### config.mk
export PLATFORM = sky130hd
export DESIGN_NAME = sist_table_mem
export DESIGN_NICKNAME = d
export VERILOG_FILES = /design/src/rtl/core/sist_pkg.sv /design/src/rtl/core/sist_table_mem.sv
export SDC_FILE = /design/constraint.sdc
export NUM_CORES = 2
export LEC_CHECK = 0
export BUFFER_PORTS_ARGS = -buffer_cell sky130_fd_sc_hd__buf_2
export CELL_PAD_IN_SITES_DETAIL_PLACEMENT = 0
export CELL_PAD_IN_SITES_GLOBAL_PLACEMENT = 2
export CORE_MARGIN = 5
export CORE_UTILIZATION = 55
export DETAILED_ROUTE_END_ITERATION = 7
export PLACE_DENSITY_LB_ADDON = 0.25
export SYNTH_ARGS = -nofsm -noshare
export SYNTH_HDL_FRONTEND = slang
export SYNTH_SLANG_ARGS = --single-unit
### constraint.sdc
create_clock -name aclk -period 20.6 [get_ports aclk]
set_input_delay 4.12 -clock aclk [delete_from_list [all_inputs] [get_ports aclk]]
set_output_delay 4.12 -clock aclk [all_outputs]
set_load 0.05 [all_outputs]
### src/rtl/core/sist_pkg.sv
`timescale 1ns / 1ps
// ----------------------------------------------------------------------------
// sist_pkg
// Shared types and codes for the sorted interval set table.
// ----------------------------------------------------------------------------
package sist_pkg;

    // command codes carried in s_tuser
    typedef enum logic [1:0] {
        CMD_ADD        = 2'd0,
        CMD_REMOVE     = 2'd1,
        CMD_INTERSECTS = 2'd2,
        CMD_CONTAINS   = 2'd3
    } cmd_t;

    // result status codes
    localparam logic [1:0] STATUS_OK    = 2'd0;
    localparam logic [1:0] STATUS_FULL  = 2'd1;
    localparam logic [1:0] STATUS_RANGE = 2'd2;

    // one stored half-open interval [start, stop)
    typedef struct packed {
        logic [31:0] stop;
        logic [31:0] start;
    } entry_t;

    // finished result handed from the sequencer to the output stage
    typedef struct packed {
        logic [6:0] entries_used;
        logic [1:0] status;
        logic       answer;
    } result_t;

    // sequencer states
    typedef enum logic [4:0] {
        ST_IDLE,
        ST_SRCH,
        ST_SRCH_CMP,
        ST_PREV,
        ST_PREV_W,
        ST_NEXT,
        ST_NEXT_W,
        ST_DECIDE,
        ST_ABS,
        ST_ABS_CMP,
        ST_AFIX,
        ST_RSCAN,
        ST_RSCAN_CMP,
        ST_COMP,
        ST_COMP_W,
        ST_FIXPREV,
        ST_SHUP,
        ST_SHUP_W,
        ST_FINISH
    } state_t;

endpackage

### src/rtl/core/sist_table_mem.sv
`timescale 1ns / 1ps
// ----------------------------------------------------------------------------
// sist_table_mem
// Interval storage: one write port and one registered read port.
// ----------------------------------------------------------------------------
module sist_table_mem #(
    parameter int TABLE_CAPACITY = 64
) (
    input  logic                              aclk,
    input  logic                              wr_en,
    input  logic [$clog2(TABLE_CAPACITY)-1:0] wr_addr,
    input  sist_pkg::entry_t                  wr_data,
    input  logic                              rd_en,
    input  logic [$clog2(TABLE_CAPACITY)-1:0] rd_addr,
    output sist_pkg::entry_t                  rd_data
);

    sist_pkg::entry_t mem [TABLE_CAPACITY];

    // write port
    always_ff @(posedge aclk) begin
        if (wr_en) begin
            mem[wr_addr] <= wr_data;
        end
    end

    // registered read port
    always_ff @(posedge aclk) begin
        if (rd_en) begin
            rd_data <= mem[rd_addr];
        end
    end

endmodule

==> flow_summary_export.csv <==
group,metric,value,unit
run_status,status,"finished, final reports clean",
critical_path,crit_fanout,84,
yosys,synth_top_family_by_area,"multiplexers",
drt,dr.pass1.iters,7,
power_and_ir_drop,clock_power_share,42.2,%
sta,grt_setup_unrepaired,"false",
clock_tree,numCtsBuffers,407,
drt,postRouteAntennaNets,0,
grt,grt_pass1_vias,75600,
yosys,yosysSeqAreaShare,79.6,%
final_layout,layout_commonest_cell,"edfxtp_1",
yosys,synth.avg_cell_area,23.8,um^2
drt,wl_per_cell,38.2,um
critical_path,cp-end-kind,"register",
power_and_ir_drop,pwr-share-seq,53.2,%
placed_design,numPortBuffers,142,
clock_tree,ctsHtreeMaxLevel,5,
sta,layout_min_cycle_time,8490,ps
yosys,synth_adder_area_share,0,%
placed_design,dpl.hpwl,223,mm
sta,period_share,41.2,%
yosys,synth_nets,6677,
power_and_ir_drop,ir_worst_vdd,0.0000827,V
clock_tree,cts_buffer_depth,4,
sta,tns,0,ps
power_and_ir_drop,p_sw,3.74,mW
final_layout,syn_to_final_growth,12.3,%
job,drv_cap,0,
hold_path,hp-class,"register to register",
sta,whs,916,ps
drt,drt-initial-drc-count,9549,
placed_design,pre_cts_slack,11130,ps
yosys,synth.area.mux_share,15.6,%
grt,grt_max_degree,137,
clock_tree,cts_setup_buffers,0,
die,core,285000,um^2
power_and_ir_drop,internal_power,14.0,mW
sta,worst_slack,12110,ps
sta,slew_headroom,10.0,%
die,die_w,544,um
grt,grt_first_pass_wirelength,595,mm
yosys,syn_inst,6598,
die,row_count,196,
drt,drc,0,
die,start_util,55.1,%
yosys,synth_seq_cells,4160,
clock_tree,cts_resized,0,
power_and_ir_drop,switching_share,21.1,%
power_and_ir_drop,pwr-share-comb,4.5,%
grt,grtUsageTotal,28.8,%
die,ioPinCount,143,
clock_tree,cts_hold_buf,0,
placed_design,gp_congestion,0.779,
power_and_ir_drop,p_per_area,100,nW/um^2
drt,via_per_inst,6.82,
drt,routed_wl,424,mm
yosys,synth_compound_area_share,2.47,%
clock_tree,clk_latency,970,ps
grt,antenna_found_initial,36,
yosys,yosysWarnings,0,
clock_tree,clock-sinks,4160,
die,die_area,296000,um^2
drt,vias,75700,
yosys,synth-simple-area-share,1.23,%
critical_path,critPathArrivalTime,9170,ps
sta,drv_slew,0,
clock_tree,cts_tree,"built",
yosys,ys_types,32,
critical_path,critPathKind,"primary input to register",
final_layout,fin_util,61.9,%
die,die_y,544,um
sta,fmax,118,MHz
grt,grt-ovfl-total,0,
critical_path,required,21280,ps
final_layout,drive_above_1_share,28.1,%
sta,finalSetupViolCount,0,
sta,fin_worst_skew,52.5,ps
sta,worstMarginPinSlew,1350,ps
power_and_ir_drop,p_leak,54.9,nW
critical_path,start_kind,"primary input",
yosys,synth-xor-area-share,0,%
yosys,synthesis.area,157000,um^2
clock_tree,path_clk_slew,60,ps
clock_tree,root_buffer,"clkbuf_16",
final_layout,final_cell_mix,"edfxtp_1 (4160), mux4_2 (1024), clkbuf_16 (412), buf_4 (200), a22oi_1 (168)",
final_layout,fin_nets,7064,
sta,timing_hold_violations_final,0,
-- flip-flops by register name (all words and copies together), names as in the netlist --
register and flops:
mem 4096, rd_data 64
-- power by group through the flow --
stage	clock [mW]	sequential, mW	combinational, mW
final	7.48	9.43	0.805
after global routing	7.95	9.43	0.853
after CTS	7.56	9.43	0.811
after detailed placement	0	9.61	0.810
after global placement	0	9.60	0.796
after floorplan	0	9.63	0.437
-- synth_stat cells (all sizes together) --
master,number,area (um^2)
a22oi,168,1260
clkbuf,140,526
a41oi,26,228
nand3b,2,15.0
a31o,1,8.76
and3,64,400
mux4,1024,23100
or3b,1,8.76
a2bb2oi,19,166
o221ai,38,333
o22ai,83,519
nor3,2,10.0
nand2b,11,68.8
a211oi,63,473
a22o,88,771
or2,28,175
and2,3,18.8
mux2i,135,1350
or3,29,181
nand4,2,12.5
nand3,45,225
nor2,112,420
buf,230,1250
a31oi,18,113
inv,19,71.3
nand4b,1,8.76
nand2,58,218
edfxtp,4160,125000
nor2b,28,175
-- routing by layer --
metal | track usage (%) | wire, um | vias up
li1 | - | - | 29300
met1 | 41.8 | 164000 | 41600
met2 | 45.7 | 206000 | 4128
met3 | 4.99 | 39700 | 674
met4 | 9.04 | 14400 | 14
met5 | 0 | 90 | -
-- path summary, 6_finish.rpt --
kind | from | endpoint | slack [ps] | depth (start not counted)
worst max register to register | mem[13][2] | rd_data[2] | 18210 | 5
worst min register to register | mem[38][42] | rd_data[42] | 920 | 4
worst max-delay path | rd_addr[1] | rd_data[53] | 12110 | 9
worst min-delay path | mem[38][42] | rd_data[42] | 920 | 4
-- critical path: stages --
cell and delay [ps]:
buf_8 540, buf_4 670, buf_4 800, buf_4 660, buf_4 720, mux4_2 580
or3_1 310, a41oi_1 320, a211oi_1 90
-- layout make-up --
| class | count | area, um^2 |
|---|---|---|
| Antenna cell | 14 | 35.0 |
| Multi-Input combinational cell | 2049 | 30800 |
| Inverter | 19 | 71.3 |
| Sequential cell | 4160 | 125000 |
| Fill cell | 19000 | 108000 |
| Clock inverter | 260 | 2780 |
| Tap cell | 3762 | 4710 |
| Clock buffer | 490 | 10600 |
| Timing Repair Buffer | 348 | 2380 |
-- cell families after synthesis --
family	Yosys count
AOI/OAI and AO/OA	504
buffers and inverters	389
DFF	4160
muxes	1159
and+or+nand+nor	386
-- through the flow --
step	power, mW	instance area (um^2)	std cells
finish	17.7	176000	11100
global route	18.2	176000	11100
CTS	17.8	176000	11100
detailed placement	10.4	163000	10300
global placement	10.4	163000	10300
floorplan	10.1	157000	6598
Power figures use the tool's default switching activity.
