$ cat src/rtl/core/sist_pkg.sv
`timescale 1ns / 1ps
// ----------------------------------------------------------------------------
// sist_pkg
// Shared types and codes for the sorted interval set table.
// ----------------------------------------------------------------------------
package sist_pkg;

    // command codes carried in s_tuser
    typedef enum logic [1:0] {
        CMD_ADD        = 2'd0,
        CMD_REMOVE     = 2'd1,
        CMD_INTERSECTS = 2'd2,
        CMD_CONTAINS   = 2'd3
    } cmd_t;

    // result status codes
    localparam logic [1:0] STATUS_OK    = 2'd0;
    localparam logic [1:0] STATUS_FULL  = 2'd1;
    localparam logic [1:0] STATUS_RANGE = 2'd2;

    // one stored half-open interval [start, stop)
    typedef struct packed {
        logic [31:0] stop;
        logic [31:0] start;
    } entry_t;

    // finished result handed from the sequencer to the output stage
    typedef struct packed {
        logic [6:0] entries_used;
        logic [1:0] status;
        logic       answer;
    } result_t;

    // sequencer states
    typedef enum logic [4:0] {
        ST_IDLE,
        ST_SRCH,
        ST_SRCH_CMP,
        ST_PREV,
        ST_PREV_W,
        ST_NEXT,
        ST_NEXT_W,
        ST_DECIDE,
        ST_ABS,
        ST_ABS_CMP,
        ST_AFIX,
        ST_RSCAN,
        ST_RSCAN_CMP,
        ST_COMP,
        ST_COMP_W,
        ST_FIXPREV,
        ST_SHUP,
        ST_SHUP_W,
        ST_FINISH
    } state_t;

endpackage

$ cat src/rtl/core/sist_seq.sv
`timescale 1ns / 1ps
// ----------------------------------------------------------------------------
// sist_seq
// Sequencer: binary search, neighbour look-up, merge/drop scan, compaction
// and insertion shift over the interval store, one memory access per step.
// ----------------------------------------------------------------------------
module sist_seq #(
    parameter int TABLE_CAPACITY = 64
) (
    input  logic                              aclk,
    input  logic                              aresetn,
    // command side
    input  logic                              in_valid,
    output logic                              in_ready,
    input  sist_pkg::cmd_t                    in_cmd,
    input  logic [31:0]                       in_start,
    input  logic [31:0]                       in_end,
    // result side
    output logic                              res_valid,
    input  logic                              res_ready,
    output sist_pkg::result_t                 res,
    // memory side
    output logic                              wr_en,
    output logic [$clog2(TABLE_CAPACITY)-1:0] wr_addr,
    output sist_pkg::entry_t                  wr_data,
    output logic                              rd_en,
    output logic [$clog2(TABLE_CAPACITY)-1:0] rd_addr,
    input  sist_pkg::entry_t                  rd_data
);

    localparam int IW = $clog2(TABLE_CAPACITY);
    localparam int CW = $clog2(TABLE_CAPACITY + 1);
    localparam logic [CW-1:0] CAP = CW'(TABLE_CAPACITY);
    localparam logic [CW-1:0] ONE = CW'(1);

    sist_pkg::state_t state_reg, state_next;
    sist_pkg::cmd_t   cmd_reg, cmd_next;
    logic [31:0]      s_reg, s_next, e_reg, e_next;
    logic [CW-1:0]    count_reg, count_next;
    logic [CW-1:0]    lo_reg, lo_next, hi_reg, hi_next;
    logic [CW-1:0]    mid_reg, mid_next;
    logic [CW-1:0]    p_reg, p_next, pos_reg, pos_next;
    logic [CW-1:0]    j_reg, j_next, src_reg, src_next, dst_reg, dst_next;
    sist_pkg::entry_t prev_reg, prev_next, nxt_reg, nxt_next, ins_reg, ins_next;
    logic             has_prev_reg, has_prev_next, has_next_reg, has_next_next;
    logic             fix_reg, fix_next;
    logic [31:0]      nstart_reg, nstart_next, top_reg, top_next;
    logic             answer_reg, answer_next;
    logic [1:0]       status_reg, status_next;

    logic [CW:0]      mid_sum;
    logic             add_left, add_right, rem_full, prev_cut, comp_done;

    // shared decisions
    always_comb begin
        mid_sum   = {1'b0, lo_reg} + {1'b0, hi_reg};
        add_left  = has_prev_reg && (prev_reg.stop >= s_reg);
        add_right = has_next_reg && (nxt_reg.start <= e_reg);
        rem_full  = has_prev_reg && (s_reg < prev_reg.stop) && (e_reg < prev_reg.stop)
                    && (count_reg >= CAP);
        prev_cut  = has_prev_reg && (s_reg < prev_reg.stop);
        comp_done = (src_reg == dst_reg) || (src_reg >= count_reg);
    end

    // control registers
    always_ff @(posedge aclk) begin
        if (!aresetn) begin
            state_reg <= sist_pkg::ST_IDLE;
            count_reg <= '0;
        end else begin
            state_reg <= state_next;
            count_reg <= count_next;
        end
    end

    // working registers
    always_ff @(posedge aclk) begin
        cmd_reg      <= cmd_next;
        s_reg        <= s_next;
        e_reg        <= e_next;
        lo_reg       <= lo_next;
        hi_reg       <= hi_next;
        mid_reg      <= mid_next;
        p_reg        <= p_next;
        pos_reg      <= pos_next;
        j_reg        <= j_next;
        src_reg      <= src_next;
        dst_reg      <= dst_next;
        prev_reg     <= prev_next;
        nxt_reg      <= nxt_next;
        ins_reg      <= ins_next;
        has_prev_reg <= has_prev_next;
        has_next_reg <= has_next_next;
        fix_reg      <= fix_next;
        nstart_reg   <= nstart_next;
        top_reg      <= top_next;
        answer_reg   <= answer_next;
        status_reg   <= status_next;
    end

    // next state
    always_comb begin
        state_next = state_reg;
        case (state_reg)
            sist_pkg::ST_IDLE: begin
                if (in_valid) begin
                    state_next = (in_end > in_start) ? sist_pkg::ST_SRCH
                                                     : sist_pkg::ST_FINISH;
                end
            end
            sist_pkg::ST_SRCH:
                state_next = (lo_reg < hi_reg) ? sist_pkg::ST_SRCH_CMP : sist_pkg::ST_PREV;
            sist_pkg::ST_SRCH_CMP: state_next = sist_pkg::ST_SRCH;
            sist_pkg::ST_PREV:
                state_next = (p_reg != '0) ? sist_pkg::ST_PREV_W : sist_pkg::ST_NEXT;
            sist_pkg::ST_PREV_W: state_next = sist_pkg::ST_NEXT;
            sist_pkg::ST_NEXT:
                state_next = (p_reg < count_reg) ? sist_pkg::ST_NEXT_W : sist_pkg::ST_DECIDE;
            sist_pkg::ST_NEXT_W: state_next = sist_pkg::ST_DECIDE;
            sist_pkg::ST_DECIDE: begin
                case (cmd_reg)
                    sist_pkg::CMD_ADD: begin
                        if (add_left || add_right) begin
                            state_next = sist_pkg::ST_ABS;
                        end else if (count_reg >= CAP) begin
                            state_next = sist_pkg::ST_FINISH;
                        end else begin
                            state_next = sist_pkg::ST_SHUP;
                        end
                    end
                    sist_pkg::CMD_REMOVE:
                        state_next = rem_full ? sist_pkg::ST_FINISH : sist_pkg::ST_RSCAN;
                    default: state_next = sist_pkg::ST_FINISH;
                endcase
            end
            sist_pkg::ST_ABS:
                state_next = (j_reg < count_reg) ? sist_pkg::ST_ABS_CMP : sist_pkg::ST_AFIX;
            sist_pkg::ST_ABS_CMP:
                state_next = (top_reg >= rd_data.start) ? sist_pkg::ST_ABS : sist_pkg::ST_AFIX;
            sist_pkg::ST_AFIX: state_next = sist_pkg::ST_COMP;
            sist_pkg::ST_RSCAN:
                state_next = (j_reg < count_reg) ? sist_pkg::ST_RSCAN_CMP : sist_pkg::ST_COMP;
            sist_pkg::ST_RSCAN_CMP: begin
                if (rd_data.start < e_reg && rd_data.stop <= e_reg) begin
                    state_next = sist_pkg::ST_RSCAN;
                end else begin
                    state_next = sist_pkg::ST_COMP;
                end
            end
            sist_pkg::ST_COMP: begin
                if (comp_done) begin
                    state_next = fix_reg ? sist_pkg::ST_FIXPREV : sist_pkg::ST_FINISH;
                end else begin
                    state_next = sist_pkg::ST_COMP_W;
                end
            end
            sist_pkg::ST_COMP_W: state_next = sist_pkg::ST_COMP;
            sist_pkg::ST_FIXPREV:
                state_next = (prev_cut && e_reg < prev_reg.stop) ? sist_pkg::ST_SHUP
                                                                 : sist_pkg::ST_FINISH;
            sist_pkg::ST_SHUP:
                state_next = (j_reg > pos_reg) ? sist_pkg::ST_SHUP_W : sist_pkg::ST_FINISH;
            sist_pkg::ST_SHUP_W: state_next = sist_pkg::ST_SHUP;
            sist_pkg::ST_FINISH:
                if (res_ready) begin
                    state_next = sist_pkg::ST_IDLE;
                end
            default: state_next = sist_pkg::ST_IDLE;
        endcase
    end

    // datapath and memory control
    always_comb begin
        cmd_next      = cmd_reg;
        s_next        = s_reg;
        e_next        = e_reg;
        count_next    = count_reg;
        lo_next       = lo_reg;
        hi_next       = hi_reg;
        mid_next      = mid_reg;
        p_next        = p_reg;
        pos_next      = pos_reg;
        j_next        = j_reg;
        src_next      = src_reg;
        dst_next      = dst_reg;
        prev_next     = prev_reg;
        nxt_next      = nxt_reg;
        ins_next      = ins_reg;
        has_prev_next = has_prev_reg;
        has_next_next = has_next_reg;
        fix_next      = fix_reg;
        nstart_next   = nstart_reg;
        top_next      = top_reg;
        answer_next   = answer_reg;
        status_next   = status_reg;
        rd_en         = 1'b0;
        rd_addr       = '0;
        wr_en         = 1'b0;
        wr_addr       = '0;
        wr_data       = ins_reg;
        in_ready      = (state_reg == sist_pkg::ST_IDLE);
        res_valid     = (state_reg == sist_pkg::ST_FINISH);
        res.answer       = answer_reg;
        res.status       = status_reg;
        res.entries_used = 7'(count_reg);

        case (state_reg)
            // take the command, settle empty and reversed ranges at once
            sist_pkg::ST_IDLE: begin
                cmd_next    = in_cmd;
                s_next      = in_start;
                e_next      = in_end;
                lo_next     = '0;
                hi_next     = count_reg;
                answer_next = (in_end == in_start) && (in_cmd == sist_pkg::CMD_CONTAINS);
                status_next = (in_end < in_start) ? sist_pkg::STATUS_RANGE
                                                  : sist_pkg::STATUS_OK;
            end
            // lower bound on start
            sist_pkg::ST_SRCH: begin
                mid_next = mid_sum[CW:1];
                p_next   = lo_reg;
                rd_en    = (lo_reg < hi_reg);
                rd_addr  = mid_sum[IW:1];
            end
            sist_pkg::ST_SRCH_CMP: begin
                if (rd_data.start < s_reg) begin
                    lo_next = mid_reg + ONE;
                end else begin
                    hi_next = mid_reg;
                end
            end
            // fetch the neighbours around the search point
            sist_pkg::ST_PREV: begin
                has_prev_next = (p_reg != '0);
                rd_en         = (p_reg != '0);
                rd_addr       = IW'(p_reg - ONE);
            end
            sist_pkg::ST_PREV_W: prev_next = rd_data;
            sist_pkg::ST_NEXT: begin
                has_next_next = (p_reg < count_reg);
                rd_en         = (p_reg < count_reg);
                rd_addr       = p_reg[IW-1:0];
            end
            sist_pkg::ST_NEXT_W: nxt_next = rd_data;
            sist_pkg::ST_DECIDE: begin
                case (cmd_reg)
                    sist_pkg::CMD_ADD: begin
                        if (add_left) begin
                            pos_next    = p_reg - ONE;
                            nstart_next = prev_reg.start;
                            top_next    = (prev_reg.stop < e_reg) ? e_reg : prev_reg.stop;
                            j_next      = p_reg;
                        end else if (add_right) begin
                            pos_next    = p_reg;
                            nstart_next = s_reg;
                            top_next    = (nxt_reg.stop < e_reg) ? e_reg : nxt_reg.stop;
                            j_next      = p_reg + ONE;
                        end else if (count_reg >= CAP) begin
                            status_next = sist_pkg::STATUS_FULL;
                        end else begin
                            pos_next       = p_reg;
                            j_next         = count_reg;
                            ins_next.start = s_reg;
                            ins_next.stop  = e_reg;
                        end
                    end
                    sist_pkg::CMD_REMOVE: begin
                        if (rem_full) begin
                            status_next = sist_pkg::STATUS_FULL;
                        end
                        j_next   = p_reg;
                        fix_next = 1'b1;
                    end
                    sist_pkg::CMD_INTERSECTS: begin
                        answer_next = (has_prev_reg && prev_reg.stop > s_reg) ||
                                      (has_next_reg && nxt_reg.start < e_reg);
                    end
                    default: begin
                        if (has_next_reg && nxt_reg.start == s_reg) begin
                            answer_next = (nxt_reg.stop >= e_reg);
                        end else begin
                            answer_next = has_prev_reg && (prev_reg.stop >= e_reg) &&
                                          (prev_reg.start <= s_reg);
                        end
                    end
                endcase
            end
            // absorb following entries that the merged interval reaches
            sist_pkg::ST_ABS: begin
                rd_en   = (j_reg < count_reg);
                rd_addr = j_reg[IW-1:0];
            end
            sist_pkg::ST_ABS_CMP: begin
                if (top_reg >= rd_data.start) begin
                    if (rd_data.stop > top_reg) begin
                        top_next = rd_data.stop;
                    end
                    j_next = j_reg + ONE;
                end
            end
            sist_pkg::ST_AFIX: begin
                wr_en         = 1'b1;
                wr_addr       = pos_reg[IW-1:0];
                wr_data.start = nstart_reg;
                wr_data.stop  = top_reg;
                src_next      = j_reg;
                dst_next      = pos_reg + ONE;
                fix_next      = 1'b0;
            end
            // drop covered entries, trim the first one that reaches past end
            sist_pkg::ST_RSCAN: begin
                rd_en    = (j_reg < count_reg);
                rd_addr  = j_reg[IW-1:0];
                src_next = j_reg;
                dst_next = p_reg;
            end
            sist_pkg::ST_RSCAN_CMP: begin
                src_next = j_reg;
                dst_next = p_reg;
                if (rd_data.start < e_reg) begin
                    if (rd_data.stop <= e_reg) begin
                        j_next = j_reg + ONE;
                    end else begin
                        wr_en         = 1'b1;
                        wr_addr       = j_reg[IW-1:0];
                        wr_data.start = e_reg;
                        wr_data.stop  = rd_data.stop;
                    end
                end
            end
            // close the gap left by dropped entries
            sist_pkg::ST_COMP: begin
                if (comp_done) begin
                    count_next = count_reg - (src_reg - dst_reg);
                end else begin
                    rd_en   = 1'b1;
                    rd_addr = src_reg[IW-1:0];
                end
            end
            sist_pkg::ST_COMP_W: begin
                wr_en    = 1'b1;
                wr_addr  = dst_reg[IW-1:0];
                wr_data  = rd_data;
                src_next = src_reg + ONE;
                dst_next = dst_reg + ONE;
            end
            // cut the entry in front of the range, split it if needed
            sist_pkg::ST_FIXPREV: begin
                if (prev_cut) begin
                    wr_en          = 1'b1;
                    wr_addr        = IW'(p_reg - ONE);
                    wr_data.start  = prev_reg.start;
                    wr_data.stop   = s_reg;
                    ins_next.start = e_reg;
                    ins_next.stop  = prev_reg.stop;
                    pos_next       = p_reg;
                    j_next         = count_reg;
                end
            end
            // open a slot by moving entries up, then place the new one
            sist_pkg::ST_SHUP: begin
                if (j_reg > pos_reg) begin
                    rd_en   = 1'b1;
                    rd_addr = IW'(j_reg - ONE);
                end else begin
                    wr_en      = 1'b1;
                    wr_addr    = pos_reg[IW-1:0];
                    wr_data    = ins_reg;
                    count_next = count_reg + ONE;
                end
            end
            sist_pkg::ST_SHUP_W: begin
                wr_en   = 1'b1;
                wr_addr = j_reg[IW-1:0];
                wr_data = rd_data;
                j_next  = j_reg - ONE;
            end
            default: begin
            end
        endcase
    end

endmodule

$ cat config.mk
export PLATFORM = sky130hd
export DESIGN_NAME = sist_seq
export DESIGN_NICKNAME = d
export VERILOG_FILES = /design/src/rtl/core/sist_pkg.sv /design/src/rtl/core/sist_seq.sv
export SDC_FILE = /design/constraint.sdc
export NUM_CORES = 1
export LEC_CHECK = 0
export CORE_AREA = 2 2 270 272
export DETAILED_ROUTE_END_ITERATION = 6
export DIE_AREA = 0 0 272 274
export DONT_BUFFER_PORTS = 1
export PLACE_DENSITY = 0.58
export SLEW_MARGIN = 20
export SYNTH_ARGS = -nofsm -noshare
export SYNTH_HDL_FRONTEND = slang
export SYNTH_SLANG_ARGS = --single-unit
$ cat constraint.sdc
create_clock -name aclk -period 9.16 [get_ports aclk]
set_clock_uncertainty 0.2 [all_clocks]
set_input_delay 1.832 -clock aclk [delete_from_list [all_inputs] [get_ports aclk]]
set_output_delay 1.832 -clock aclk [all_outputs]
set_load 0.1 [all_outputs]
==> out/results.ini, run 1 <==
[grt]
grt_remaining_overflow = 0
antenna_found_initial = 1
grt_usage_pct = 28.42
grt_pass1_vias = 23520
grt_max_degree = 88
grt_pass1_wl_um = 158100

[worst_setup_path]
cpMaxStageDelayCell = o21ai_4
critPathBufInv = 1
crit_chain = ha_1 > nand4_1 > or4_1 > o32a_1 > nand4_1 > a31oi_1 > nor2b_1 > o21ai_4 > a22oi_1 > nand3_1 > buf_4
crit_end = wr_data[32]
cp_max_fo = 22
cp_top_family = compound AO/OA/AOI/OAI gates
ff2ff_path_depth = 10
r2r_end = ins_reg[2]
slowest_delay_ns = 0.83
rrSetupSlack_ns = 3.48
critPathCaptureType = output port
required_ns = 7.13
worstPathArrival_ns = 5.53
critPathKind = in -> out
crit_path_start_kind = primary input
worst_path_most_repeated_cell = nand4_1
rr_startpoint = s_reg[14]
critPathLaunch = rd_data[14]
critical_path_cell_count = 11

[detailed_routing]
drt-initial-drc-count = 2941
ant_nets = 0
routed_wl_um = 107900
dr.pass1.iters = 6
avgViaCountPerCell = 6.164
vias = 23810
drc_errors = 0
wl_per_cell_um = 27.94

[power]
p_seq_share_pct = 32.9
pwr_density_cell_mw_per_mm2 = 288.5
internal_power_mw = 5.007
switchingPower_mw = 4.207
vdd_drop_max_uv = 236.1
p_total_mw = 9.213
p_comb_share_pct = 46.0
p_leak_nw = 12.67
clkPwrFrac_pct = 21.1
swShare_pct = 45.66

[clock_network]
insertion_delay_ns = 0.63
post-cts-setup-buffers = 0
clock_path_buffers = 3
h-tree-depth = 2
cts_buffers = 48
cts_resized = 0
cts_num_sinks = 396
cts_tree = done
clk_pin_slew_ns = 0.06
cts_hold_buffers = 0
cts-root-buf = clkbuf_16

[cells_and_area]
finalNonFillerCells = 3862
final_area_mm2 = 0.03194
drive_above_1_share_pct = 10.00
seq_area_mm2 = 0.01177
fillers = 6773
syn_to_final_growth_pct = 12.40
multi_input_area_mm2 = 0.01555
nets = 3407

[worst_hold_path]
hp-class = reg -> reg

[timing]
worst_pin_slew_ns = 1.160
min_period_ns = 7.558
slew_violations = 0
rsz0062_at_grt = no
hold_viol = 0
relSlewSlack_pct = 22.68
hold_ws_ns = 0.2739
setup_violations = 0
tns_ns = 0
period_share_pct = 82.51
fmax_mhz = 132.3

[floorplan]
start_util_pct = 39.48
core_mm2 = 0.07197
die_x_um = 272
rows = 99
die_h_um = 274
design.die.area_mm2 = 0.07453
io_pins = 224

[status]
status = finished, final reports clean

[synth]
synth_edf_count = 384
synth-seq-cells = 396
ys_seq_area_share_pct = 41.43
yosys_warnings = 0
syn-num-nets = 3359
syn_area_per_cell_um2 = 10.10
async_reset_ff_share_pct = 0
syn-instance-count = 2813
synth_top_area_share_pct = 40.58
yosysMostFrequentCell = ha_1
synth.area.top_cells = edfxtp_1, ha_1, nand2_1
synthTopCellsByCount = ha_1, edfxtp_1, nand2_1
synthFlopType = edfxtp_1
synthDistinctLibCells = 72
synth_top_area_cell = edfxtp_1
syn-cell-area_mm2 = 0.02841

[place]
gp_congestion = 0.9346
placed_area_mm2 = 0.03030
dp_cells = 3768
port_buffers = 0
hpwl_um = 79340

[flow_run]
cap_viol_max_count = 0

## layout make-up
class                   count  share of cell area, %
flip-flops and latches    396                  36.86
clock buffers              64                  4.309
clock inverters            25                 0.6425
diodes                      3                0.02351
repair buffers            106                  2.907
multi-input cells        2071                  48.70
well taps                 959                  3.757
inverters                 238                  2.805
## logic make-up after synthesis
group	Yosys count	share of synthesized area, %
mux	47	1.836
fa+ha+maj	412	18.33
compound gates	772	18.35
flops	396	41.43
simple gates	755	12.51
xor+xnor	85	2.620
buf+inv	346	4.923
## worst register-to-register path: stages, from the launching register on
cell	delay, ns
edfxtp_1	0.48
inv_1	0.18
ha_1	0.36
nand4_1	0.31
a2111oi_0	0.85
nor3_1	0.12
o2bb2ai_1	0.39
and2_4	0.78
inv_1	0.35
o21ai_4	0.47
buf_4	0.73
## how the worst min path moves through the flow
| stage | cells after the start | endpoint | from | slack, ns |
|---|---|---|---|---|
| floorplan | 0 | p_reg[0] | lo_reg[0] | 0.24 |
| global placement | 0 | p_reg[0] | lo_reg[0] | 0.26 |
| detailed placement | 0 | p_reg[0] | lo_reg[0] | 0.27 |
| CTS | 0 | p_reg[0] | lo_reg[0] | 0.28 |
| global route | 0 | p_reg[0] | lo_reg[0] | 0.29 |
| finish | 0 | p_reg[0] | lo_reg[0] | 0.27 |
## routing by layer
layer  vias up  GRT usage [%]  wire length [um]
met5         -              0                 0
met4         0          9.586              3745
met3       209          5.386              9097
met2      1111          47.81             51080
met1     11720          36.67             43960
li1      10760              -                 -
## metrics by stage
| stage | utilization (%) | setup slack, ns |
|---|---|---|
| 2_1_floorplan | - | 1.440 |
| 3_3_place_gp | 42.06 | 1.736 |
| 3_5_place_dp | 42.10 | 1.685 |
| 4_1_cts | 44.30 | 1.672 |
| 5_1_grt | 44.37 | 1.436 |
| 6_report | 44.38 | 1.602 |
## cell usage in the layout, fill, tap and decap left out, types with 34 or more instances in the layout
| master | netlist | layout |
|---|---|---|
| mux2_2 | 41 | 41 |
| edfxtp_1 | 384 | 384 |
| nand2_1 | 319 | 318 |
| nand4_1 | 77 | 77 |
| a22oi_1 | 69 | 69 |
| buf_4 | 5 | 99 |
| clkbuf_16 | 0 | 52 |
| a21o_1 | 53 | 53 |
| ha_1 | 405 | 405 |
| or3_1 | 41 | 41 |
| nor2_1 | 101 | 99 |
| a21oi_1 | 183 | 182 |
| nor3_1 | 35 | 34 |
| a221oi_1 | 38 | 38 |
| nand3_1 | 89 | 89 |
| a221o_1 | 42 | 42 |
| o21ai_0 | 188 | 186 |
| xnor2_1 | 57 | 57 |
| inv_1 | 236 | 235 |
## power by group through the flow
stage / clock, mW / combinational, mW / sequential, mW
after floorplan: 0 / 2.87 / 2.84
after global placement: 0 / 4.06 / 3.06
after detailed placement: 0 / 4.15 / 3.05
after CTS: 1.97 / 4.18 / 3.02
after global routing: 2.04 / 4.62 / 3.05
final: 1.95 / 4.23 / 3.03
No activity file was read; power rests on OpenSTA's default activity.
==> run 2, diff against run 1 <==
- clock period: 9.16 -> 7.5 ns (I/O delays scaled with it)
==> run 2 against run 1 <==
Net effect:
- combinational power grew 24%
- sequential share of layout area shrank 0.51 points
- core utilization grew 0.62 points
- non-clock buffer count grew 7
- largest power group unchanged
- sequential cell count is the same
- clock power grew 21%
- critical path type unchanged
- power grew 23%
- wire length is essentially flat
- first-iteration DRC count shrank 8.7%
- critical path depth is the same
==> out/results.ini, run 2 (synthesis gave the netlist of run 1 again) <==
[worst_setup_path]
crit_chain = ha_1 > nand4_1 > nor4_1 > nand3_1 > a22oi_2 > nor2b_1 > o21ai_4 > buf_4 > a22oi_1 > nand3_1 > buf_12
crit_path_start_kind = primary input
r2r_end = ins_reg[2]
ff2ff_path_depth = 12
slowest_delay_ns = 0.84
cp_max_fo = 22
cp_top_family = simple AND/OR/NAND/NOR gates
critPathCaptureType = output port
rr_startpoint = e_reg[9]
required_ns = 5.80
critPathBufInv = 2
worstPathArrival_ns = 5.13
crit_end = wr_data[41]
worst_path_most_repeated_cell = nand3_1
cpMaxStageDelayCell = o21ai_4
critical_path_cell_count = 11
rrSetupSlack_ns = 1.93
critPathLaunch = rd_data[62]
critPathKind = in -> out

[worst_hold_path]
hp-class = reg -> reg
hp-start = lo_reg[0]

[cells_and_area]
layout_common_cells = ha_1, edfxtp_1, nand2_1
drive_above_1_share_pct = 10.24
nets = 3415
syn_to_final_growth_pct = 13.97
fillers = 6684
final_area_mm2 = 0.03238
finalNonFillerCells = 3871
utilization_pct = 45.00
layout_commonest_cell = ha_1

[detailed_routing]
vias = 24200
routed_wl_um = 107800
avgViaCountPerCell = 6.250
wl_per_cell_um = 27.85
ant_nets = 0
drt-initial-drc-count = 2684
drc_errors = 0
dr.pass1.iters = 5

[power]
pwr_density_cell_mw_per_mm2 = 349.3
vdd_drop_max_uv = 305.3
p_leak_nw = 12.84

[clock_network]
cts_tree = done
cts_resized = 0
clock_path_buffers = 3
cts_hold_buffers = 0
cts_num_sinks = 396
cts-root-buf = clkbuf_16
post-cts-setup-buffers = 0
cts_buffers = 49
h-tree-depth = 2
insertion_delay_ns = 0.63
clk_pin_slew_ns = 0.06

[timing]
relSlewSlack_pct = 23.76
fin_ws_ns = 0.6700
slew_violations = 0
fmax_mhz = 146.4
worst_pin_slew_ns = 1.144
hold_viol = 0
rsz0062_at_grt = no
tns_ns = 0
period_share_pct = 91.07
min_period_ns = 6.830
setup_violations = 0

[place]
placed_area_mm2 = 0.03081
hpwl_um = 80220
port_buffers = 0
gp_congestion = 0.9514
dp_cells = 3777
dp_slack_ns = 0.7084

[grt]
antenna_found_initial = 2
grt_max_degree = 69
grt_usage_pct = 28.52
grt_remaining_overflow = 0
grt_pass1_wl_um = 159200
grt_pass1_vias = 23740

[floorplan]
die_x_um = 272
design.die.area_mm2 = 0.07453
rows = 99
die_h_um = 274
core_mm2 = 0.07197
start_util_pct = 39.48
io_pins = 224

[status]
status = finished, final reports clean

[flow_run]
cap_viol_max_count = 0

[run 2: where the power goes]
group,switching (mW),total (mW),internal (mW)
Sequential,0.632,3.70,3.07
Clock,1.03,2.36,1.33
Combinational,3.52,5.25,1.73
[run 2: area by class of cell]
cell class | count | area [um2] | share of cell area (%)
multi-input combinational | 2071 | 15560 | 48.05
sequential | 396 | 11770 | 36.35
timing repair buffer | 113 | 1386 | 4.281
clock buffer | 56 | 1274 | 3.933
tap | 959 | 1200 | 3.705
inverter | 238 | 895.9 | 2.766
clock inverter | 35 | 287.8 | 0.8886
antenna | 3 | 7.507 | 0.02318
[run 2: worst min-delay path by stage]
stage	endpoint	slack [ns]	cells past startpoint
floorplan	p_reg[0]	0.24	0
global placement	p_reg[0]	0.27	0
detailed placement	p_reg[4]	0.29	0
CTS	p_reg[4]	0.30	0
global route	p_reg[0]	0.31	0
finish	p_reg[0]	0.30	0
[run 2: worst reg2reg max path: cells and delay by family, from the launching register on]
| kind | cells | cell delay, ns |
|---|---|---|
| adder cells (fa/ha/maj) | 1 | 0.35 |
| AO/OA/AOI/OAI | 4 | 1.64 |
| AND/OR/NAND/NOR | 4 | 1.26 |
| buffers and inverters | 3 | 1.17 |
| flip-flops | 1 | 0.48 |
[run 2: stage by stage]
| stage | hold WS (ns) | power (mW) |
|---|---|---|
| 6_report | 0.2971 | 11.31 |
| 4_1_cts | 0.3031 | 11.24 |
| 5_1_grt | 0.3104 | 11.90 |
| 2_1_floorplan | 0.2410 | 6.981 |
| 3_5_place_dp | 0.2904 | 8.862 |
| 3_3_place_gp | 0.2746 | 8.752 |
[run 2: layer usage]
metal  up-vias  part of all wire (%)  track usage (%)
li1      10780                     -                -
met1     11930                    41            37.73
met2      1259                    47            47.13
met3       220                   8.4            4.738
met4         2                   3.8            10.14
met5         -                 0.012                0
